File: config.mk
export PLATFORM = sky130hd
export DESIGN_NAME = signed_int_to_decimal_ascii_top_flat
export DESIGN_NICKNAME = d
export VERILOG_FILES = /design/src/rtl/sitda_pkg.sv /design/src/rtl/sitda_in_if.sv /design/src/rtl/sitda_out_if.sv /design/src/rtl/sitda_bcd_pipe.sv /design/src/rtl/sitda_ser.sv /design/src/rtl/signed_int_to_decimal_ascii_top.sv /design/src/flat_wrapper.sv
export SDC_FILE = /design/constraint.sdc
export NUM_CORES = 1
export LEC_CHECK = 0
export BUFFER_PORTS_ARGS = -buffer_cell sky130_fd_sc_hd__buf_4
export CORE_MARGIN = 5
export CORE_UTILIZATION = 55
export CTS_CLUSTER_DIAMETER = 30
export DETAILED_ROUTE_END_ITERATION = 10
export GPL_TIMING_DRIVEN = 0
export PLACE_DENSITY = 0.71
export SLEW_MARGIN = 25
export SYNTH_ARGS = -nofsm -noshare
export SYNTH_HDL_FRONTEND = slang
export SYNTH_SLANG_ARGS = --single-unit
export TNS_END_PERCENT = 30
File: constraint.sdc
create_clock -name clk -period 23.5 [get_ports clk]
set_input_delay 4.7 -clock clk [delete_from_list [all_inputs] [get_ports clk]]
set_output_delay 4.7 -clock clk [all_outputs]
set_load 0.01 [all_outputs]
File: src/rtl/sitda_pkg.sv
package sitda_pkg;

    localparam int VALUE_WIDTH_DEF = 32;
    localparam int BITS_PER_STAGE  = 4;
    localparam logic [7:0] DIGIT_BASE = 8'd48;
    localparam logic [7:0] MINUS_CODE = 8'd45;

    // decimal digits needed for the largest magnitude, 2^(w-1)
    function automatic int dec_digits(input int w);
        longint unsigned m;
        int n;
        m = 64'd1 << (w - 1);
        n = 0;
        while (m != 64'd0)
        begin
            m = m / 64'd10;
            n = n + 1;
        end
        return n;
    endfunction

endpackage

File: src/rtl/sitda_in_if.sv
interface sitda_in_if #(
    parameter int VALUE_WIDTH = 32
);
    logic                          valid;
    logic                          ready;
    logic signed [VALUE_WIDTH-1:0] value;

    modport source (output valid, output value, input ready);
    modport sink   (input valid, input value, output ready);
endinterface

File: src/rtl/sitda_out_if.sv
interface sitda_out_if;
    logic       valid;
    logic       ready;
    logic [7:0] char_code;
    logic       last_char;

    modport source (output valid, output char_code, output last_char, input ready);
    modport sink   (input valid, input char_code, input last_char, output ready);
endinterface

File: src/rtl/sitda_bcd_pipe.sv
module sitda_bcd_pipe #(
    parameter int VALUE_WIDTH = sitda_pkg::VALUE_WIDTH_DEF
) (
    input  logic                                                   clk,
    input  logic                                                   rst_n,
    input  logic                                                   enable,
    input  logic                                                   in_valid,
    input  logic [VALUE_WIDTH-1:0]                                 in_value,
    output logic                                                   out_valid,
    output logic                                                   out_neg,
    output logic [sitda_pkg::dec_digits(VALUE_WIDTH)*4-1:0]        out_bcd
);
    import sitda_pkg::*;

    localparam int NDIG   = dec_digits(VALUE_WIDTH);
    localparam int BCD_W  = NDIG * 4;
    localparam int STAGES = (VALUE_WIDTH + BITS_PER_STAGE - 1) / BITS_PER_STAGE;
    localparam int PAD_W  = STAGES * BITS_PER_STAGE;

    logic             vld_reg [0:STAGES];
    logic             neg_reg [0:STAGES];
    logic [BCD_W-1:0] bcd_reg [0:STAGES];
    logic [PAD_W-1:0] bin_reg [0:STAGES];

    // one double dabble step: add 3 to digits of 5 or more, then shift in a bit
    function automatic logic [BCD_W-1:0] dabble(input logic [BCD_W-1:0] bcd, input logic b);
        logic [BCD_W-1:0] adj;
        adj = bcd;
        for (int d = 0; d < NDIG; d++)
        begin
            if (bcd[d*4 +: 4] >= 4'd5)
            begin
                adj[d*4 +: 4] = bcd[d*4 +: 4] + 4'd3;
            end
        end
        return {adj[BCD_W-2:0], b};
    endfunction

    logic [VALUE_WIDTH-1:0] mag;
    assign mag = in_value[VALUE_WIDTH-1] ? (~in_value + 1'b1) : in_value;

    always_ff @(posedge clk or negedge rst_n)
    begin
        if (!rst_n)
        begin
            vld_reg[0] <= 1'b0;
        end
        else if (enable)
        begin
            vld_reg[0] <= in_valid;
        end
    end

    always_ff @(posedge clk)
    begin
        if (enable)
        begin
            neg_reg[0] <= in_value[VALUE_WIDTH-1];
            bcd_reg[0] <= '0;
            bin_reg[0] <= PAD_W'(mag);
        end
    end

    for (genvar s = 1; s <= STAGES; s++)
    begin : g_stage
        logic [BCD_W-1:0] bcd_next;
        logic [PAD_W-1:0] bin_next;

        always_comb
        begin
            bcd_next = bcd_reg[s-1];
            bin_next = bin_reg[s-1];
            for (int k = 0; k < BITS_PER_STAGE; k++)
            begin
                bcd_next = dabble(bcd_next, bin_next[PAD_W-1]);
                bin_next = {bin_next[PAD_W-2:0], 1'b0};
            end
        end

        always_ff @(posedge clk or negedge rst_n)
        begin
            if (!rst_n)
            begin
                vld_reg[s] <= 1'b0;
            end
            else if (enable)
            begin
                vld_reg[s] <= vld_reg[s-1];
            end
        end

        always_ff @(posedge clk)
        begin
            if (enable)
            begin
                neg_reg[s] <= neg_reg[s-1];
                bcd_reg[s] <= bcd_next;
                bin_reg[s] <= bin_next;
            end
        end
    end

    assign out_valid = vld_reg[STAGES];
    assign out_neg   = neg_reg[STAGES];
    assign out_bcd   = bcd_reg[STAGES];

endmodule

File: src/rtl/sitda_ser.sv
module sitda_ser #(
    parameter int VALUE_WIDTH = sitda_pkg::VALUE_WIDTH_DEF
) (
    input  logic                                            clk,
    input  logic                                            rst_n,
    input  logic                                            in_valid,
    output logic                                            in_ready,
    input  logic                                            in_neg,
    input  logic [sitda_pkg::dec_digits(VALUE_WIDTH)*4-1:0] in_bcd,
    sitda_out_if.source                                     out_word
);
    import sitda_pkg::*;

    localparam int NDIG  = dec_digits(VALUE_WIDTH);
    localparam int IDX_W = (NDIG > 1) ? $clog2(NDIG) : 1;

    logic             busy_reg, busy_next;
    logic             minus_reg, minus_next;
    logic [IDX_W-1:0] idx_reg, idx_next;
    logic [3:0]       dig_reg [NDIG];
    logic             ovld_reg, ovld_next;
    logic [7:0]       code_reg, code_next;
    logic             last_reg, last_next;

    logic             out_free;
    logic             finishing;
    logic             load;
    logic [IDX_W-1:0] lead;
    logic [3:0]       cur_dig;

    always_comb
    begin
        lead = '0;
        for (int i = 0; i < NDIG; i++)
        begin
            if (in_bcd[i*4 +: 4] != 4'd0)
            begin
                lead = IDX_W'(i);
            end
        end
    end

    assign cur_dig   = dig_reg[idx_reg];
    assign out_free  = !ovld_reg || out_word.ready;
    assign finishing = busy_reg && out_free && !minus_reg && (idx_reg == '0);
    assign in_ready  = !busy_reg || finishing;
    assign load      = in_valid && in_ready;

    always_comb
    begin
        busy_next  = busy_reg;
        minus_next = minus_reg;
        idx_next   = idx_reg;
        ovld_next  = ovld_reg;
        code_next  = code_reg;
        last_next  = last_reg;
        if (out_free)
        begin
            ovld_next = busy_reg;
            if (busy_reg)
            begin
                if (minus_reg)
                begin
                    code_next  = MINUS_CODE;
                    last_next  = 1'b0;
                    minus_next = 1'b0;
                end
                else
                begin
                    code_next = DIGIT_BASE + {4'd0, cur_dig};
                    last_next = (idx_reg == '0);
                    if (idx_reg == '0)
                    begin
                        busy_next = 1'b0;
                    end
                    else
                    begin
                        idx_next = idx_reg - 1'b1;
                    end
                end
            end
        end
        if (load)
        begin
            busy_next  = 1'b1;
            minus_next = in_neg;
            idx_next   = lead;
        end
    end

    always_ff @(posedge clk or negedge rst_n)
    begin
        if (!rst_n)
        begin
            busy_reg <= 1'b0;
            ovld_reg <= 1'b0;
        end
        else
        begin
            busy_reg <= busy_next;
            ovld_reg <= ovld_next;
        end
    end

    always_ff @(posedge clk)
    begin
        minus_reg <= minus_next;
        idx_reg   <= idx_next;
        code_reg  <= code_next;
        last_reg  <= last_next;
        if (load)
        begin
            for (int i = 0; i < NDIG; i++)
            begin
                dig_reg[i] <= in_bcd[i*4 +: 4];
            end
        end
    end

    assign out_word.valid     = ovld_reg;
    assign out_word.char_code = code_reg;
    assign out_word.last_char = last_reg;

endmodule

File: src/rtl/signed_int_to_decimal_ascii_top.sv
// Path from an accepted word to its first character: sign/negate register, double dabble stages
// of 4 bits each, serializer.
// Throughput: one character per cycle while out_word.ready is high, set by the output serializer;
// a number is 1 to 11 characters at 32 bits (digit count plus one for a minus sign).
// Reset: rst_n asynchronous, active low, clears all valid and busy flags.
module signed_int_to_decimal_ascii_top #(
    parameter int VALUE_WIDTH = sitda_pkg::VALUE_WIDTH_DEF
) (
    input  logic        clk,
    input  logic        rst_n,
    sitda_in_if.sink    in_word,
    sitda_out_if.source out_word
);
    import sitda_pkg::*;

    localparam int NDIG = dec_digits(VALUE_WIDTH);

    logic              enable;
    logic              pipe_valid;
    logic              pipe_neg;
    logic [NDIG*4-1:0] pipe_bcd;

    assign in_word.ready = enable;

    sitda_bcd_pipe #(
        .VALUE_WIDTH (VALUE_WIDTH)
    ) u_pipe (
        .clk       (clk),
        .rst_n     (rst_n),
        .enable    (enable),
        .in_valid  (in_word.valid),
        .in_value  (in_word.value),
        .out_valid (pipe_valid),
        .out_neg   (pipe_neg),
        .out_bcd   (pipe_bcd)
    );

    sitda_ser #(
        .VALUE_WIDTH (VALUE_WIDTH)
    ) u_ser (
        .clk      (clk),
        .rst_n    (rst_n),
        .in_valid (pipe_valid),
        .in_ready (enable),
        .in_neg   (pipe_neg),
        .in_bcd   (pipe_bcd),
        .out_word (out_word)
    );

endmodule

File: src/flat_wrapper.sv
// flat-port wrapper written by rule: the top's interface ports become plain ports
module signed_int_to_decimal_ascii_top_flat import sitda_pkg::*;
#(
    parameter int VALUE_WIDTH = sitda_pkg::VALUE_WIDTH_DEF
)
  (clk, rst_n, in_word_valid, in_word_value, in_word_ready, out_word_valid, out_word_char_code, out_word_last_char, out_word_ready);
  sitda_in_if #(.VALUE_WIDTH(VALUE_WIDTH)) in_word_i ();
  sitda_out_if out_word_i ();
  input  logic clk;
  input  logic rst_n;
  input wire logic [$bits(in_word_i.valid)-1:0] in_word_valid;
  input wire logic [$bits(in_word_i.value)-1:0] in_word_value;
  output wire logic [$bits(in_word_i.ready)-1:0] in_word_ready;
  output wire logic [$bits(out_word_i.valid)-1:0] out_word_valid;
  output wire logic [$bits(out_word_i.char_code)-1:0] out_word_char_code;
  output wire logic [$bits(out_word_i.last_char)-1:0] out_word_last_char;
  input wire logic [$bits(out_word_i.ready)-1:0] out_word_ready;
  assign in_word_i.valid = in_word_valid;
  assign in_word_i.value = in_word_value;
  assign in_word_ready = in_word_i.ready;
  assign out_word_valid = out_word_i.valid;
  assign out_word_char_code = out_word_i.char_code;
  assign out_word_last_char = out_word_i.last_char;
  assign out_word_i.ready = out_word_ready;
  signed_int_to_decimal_ascii_top #(.VALUE_WIDTH(VALUE_WIDTH)) u_core (.clk(clk), .rst_n(rst_n), .in_word(in_word_i), .out_word(out_word_i));
endmodule
==> results.cfg <==
[run_status]
status = completed

[worst_setup_path]
critPathArrivalTime_ns = 6.65
slowest_stage = o41ai_1
cp-start-kind = input pin
cp_cell_sequence = buf_4 > nor2b_1 > o41ai_1 > clkbuf_4 > buf_16 > buf_16 > buf_4
crit_buf_inv = 5
required_ns = 18.80
slowest_delay_ns = 0.65
cp_top_family = buffers and inverters
critical_path.max_fanout = 44
endpoint_kind = output port
crit_type = in -> out

[synthesis]
synth_area_mm2 = 0.0297
ys_types = 81
ys.flop_type = edfxtp_1
synth.yosys.warnings = 0
ys_seq_elements = 404
yosysSeqAreaShare_pct = 40.5
syn_inst = 3161
synth_edf_count = 389
synthArstFlopShare_pct = 2.72
avgSynthCellArea_um2 = 9.41

[clock_network]
h-tree-depth = 3
cts_resized = 0
cts_tree = yes
path_clk_slew_ns = 0.05
cts_buffer_depth = 3
numClockSinks = 404
cts.root.buffer_cell = clkbuf_16
post-cts-setup-buffer-count = 0
clk_latency_ns = 0.65
numCtsBuffers = 95
cts_hold_buf = 0

[timing]
rsz0062_at_grt = false
tightest_slew_ns = 0.838
finClkSkew_ns = 0.0393
fin_crit_sh_pct = 48.3
drv_slew = 0
timing.hold.ws_ns = 0.408
slew_headroom_pct = 42.6
setup_viol = 0
worst_slack_ns = 12.15
max_freq_mhz = 88.1
fin_crit_ns = 11.35
hold_violations = 0

[cells_and_area]
final_cells = 4088
fillers = 4235
post-route-util_pct = 64.0
seqCellArea_mm2 = 0.0120
post_route_cells_drive_above_1_share_pct = 10.6
areaGrowthSynthToFinish_pct = 15.6
largest_reg_flops = 185
multi_input_area_mm2 = 0.0166
nets = 3490

[floorplan]
core-area_mm2 = 0.0537
ios = 47
die_area_mm2 = 0.0588
start_util_pct = 55.4
die_y_um = 243
rows = 85
die_x_um = 243

[place]
gp_congestion = 0.850
post-place-ws_ns = 12.15
port-buffer-count = 43
dp_hpwl_um = 43800
dpl.cell_count = 3909

[pwr]
switchingPower_mw = 1.99
p_seq_share_pct = 22.8
peakVddDrop_v = 0.0000726
p_comb_share_pct = 51.4
intPower_mw = 2.95
p_clk_share_pct = 25.9
p_leak_nw = 12.8
switching_share_pct = 40.3
p_per_area_mw_per_mm2 = 144

[job]
drv_cap = 0

[global_routing]
grt_first_pass_wirelength_um = 105000
grt_overflow = 0
track_usage_pct = 20.3
grt_max_degree = 57
first_global_vias = 23500
antenna_found_initial = 3

[routing]
drt_iter0_drc = 1605
drc = 0
dr_total_vias = 24543
wl_per_cell_um = 15.0
post_drt_via_cell_ratio = 6.00
drt_first_pass_iters = 6
wl_um = 61500
ant_nets = 0

[min_path]
hp-class = reg -> reg
[layer usage]
metal	share of wire [%]	vias up	global-route usage (%)	wire length [um]
li1	-	12290	-	-
met2	52	545	37.8	31800
met1	41	11574	23.3	25400
met4	2.7	2	6.90	1690
met3	4.1	132	3.78	2550
met5	0.023	-	0	14
[logic make-up after synthesis]
logic type      after synthesis  synth area share [%]
simple gates                827                  13.7
other cells                   2                0.0253
fa+ha+maj                   147                  6.16
mux                         181                  6.76
compound gates             1120                  23.5
flops                       404                  40.5
xor+xnor                    198                  5.83
buf+inv                     282                  3.60
[placed cells by master (no fill, tap or decap), types with 35 or more instances in the layout]
master       n
edfxtp_1   389
a21oi_1    317
o21ai_0    302
nor2_1     229
nand2_1    219
inv_1      186
xnor2_1    164
ha_1       144
clkbuf_16   97
mux2i_1     95
clkbuf_1    90
mux2_2      78
a31oi_1     76
nand2b_1    71
nor3_1      61
a211oi_1    47
buf_4       46
nor3b_1     45
nand3_1     44
a21o_1      38
nor2b_1     37
o22ai_1     35
[cell usage after synthesis (9+ instances only)]
cell type | number | area, um2
a31oi_1 | 76 | 475
o32a_1 | 10 | 100
nor3_1 | 61 | 305
and3_1 | 13 | 81.3
mux2i_1 | 95 | 951
a21o_1 | 38 | 285
or2_2 | 10 | 62.6
nand2b_1 | 71 | 444
nor2b_1 | 37 | 231
nor2_1 | 229 | 860
xnor2_1 | 164 | 1440
nand3_1 | 44 | 220
xor2_1 | 34 | 298
ha_1 | 144 | 1800
o221ai_1 | 18 | 158
a22o_1 | 13 | 114
edfxtp_1 | 389 | 11700
dfrtp_1 | 11 | 275
a211oi_1 | 47 | 353
nor3b_1 | 45 | 338
a211o_1 | 10 | 87.6
a22oi_1 | 16 | 120
a31o_2 | 23 | 201
clkbuf_1 | 88 | 330
a21boi_0 | 14 | 105
and2_1 | 21 | 131
nor4_1 | 15 | 93.8
a2bb2oi_1 | 9 | 78.8
o21a_1 | 29 | 218
o211ai_1 | 19 | 143
or3_1 | 23 | 144
o31ai_1 | 19 | 143
mux2_2 | 78 | 878
o21ai_0 | 302 | 1510
inv_1 | 187 | 702
a221oi_1 | 15 | 131
o21bai_1 | 16 | 120
o311ai_0 | 10 | 87.6
nand2_1 | 219 | 822
a21oi_1 | 317 | 1590
o22ai_1 | 35 | 219
o32ai_1 | 16 | 140
[area by class of cell]
class	count	area share, %
Timing Repair Buffer	51	1.56
Clock buffer	100	7.09
Tap cell	696	2.53
Inverter	187	2.04
Clock inverter	77	2.29
Multi-Input combinational cell	2476	48.4
Sequential cell	404	35.0
Buffer	95	1.08
Antenna cell	2	0.0146
[power by group through the flow]
stage	registers, mW	logic (mW)	clock network (mW)
final	1.13	2.54	1.28
after global routing	1.14	2.85	1.35
after CTS	1.13	2.53	1.30
after detailed placement	1.14	2.50	0
after global placement	1.19	2.36	0
after floorplan	1.16	2.04	0
[through the flow]
| step | area (um2) | TNS (ns) | power, mW |
|---|---|---|---|
| finish | 34400 | 0 | 4.95 |
| global route | 34400 | 0 | 5.34 |
| CTS | 34400 | 0 | 4.96 |
| detailed placement | 31200 | 0 | 3.64 |
| global placement | 30900 | -1.01 | 3.54 |
| floorplan | 29700 | 0 | 3.20 |
[final timing paths]
check	from	endpoint	slack, ns	cells after the start
worst min-delay path	u_core.u_pipe.bin_reg[0][23]	u_core.u_pipe.bin_reg[0][59]	0.41	0
worst min register to register	u_core.u_pipe.bin_reg[0][23]	u_core.u_pipe.bin_reg[0][59]	0.41	0
max in group asynchronous	rst_n	u_core.u_pipe.vld_reg[2]	19.46	1
min in group asynchronous	rst_n	u_core.u_ser.busy_reg	3.89	1
worst max register to register	u_core.u_pipe.bcd_reg[0][120]	u_core.u_pipe.bcd_reg[0][167]	19.19	15
worst max-delay path	out_word_ready	in_word_ready	12.15	7
No activity file was read; power rests on OpenSTA's default activity.
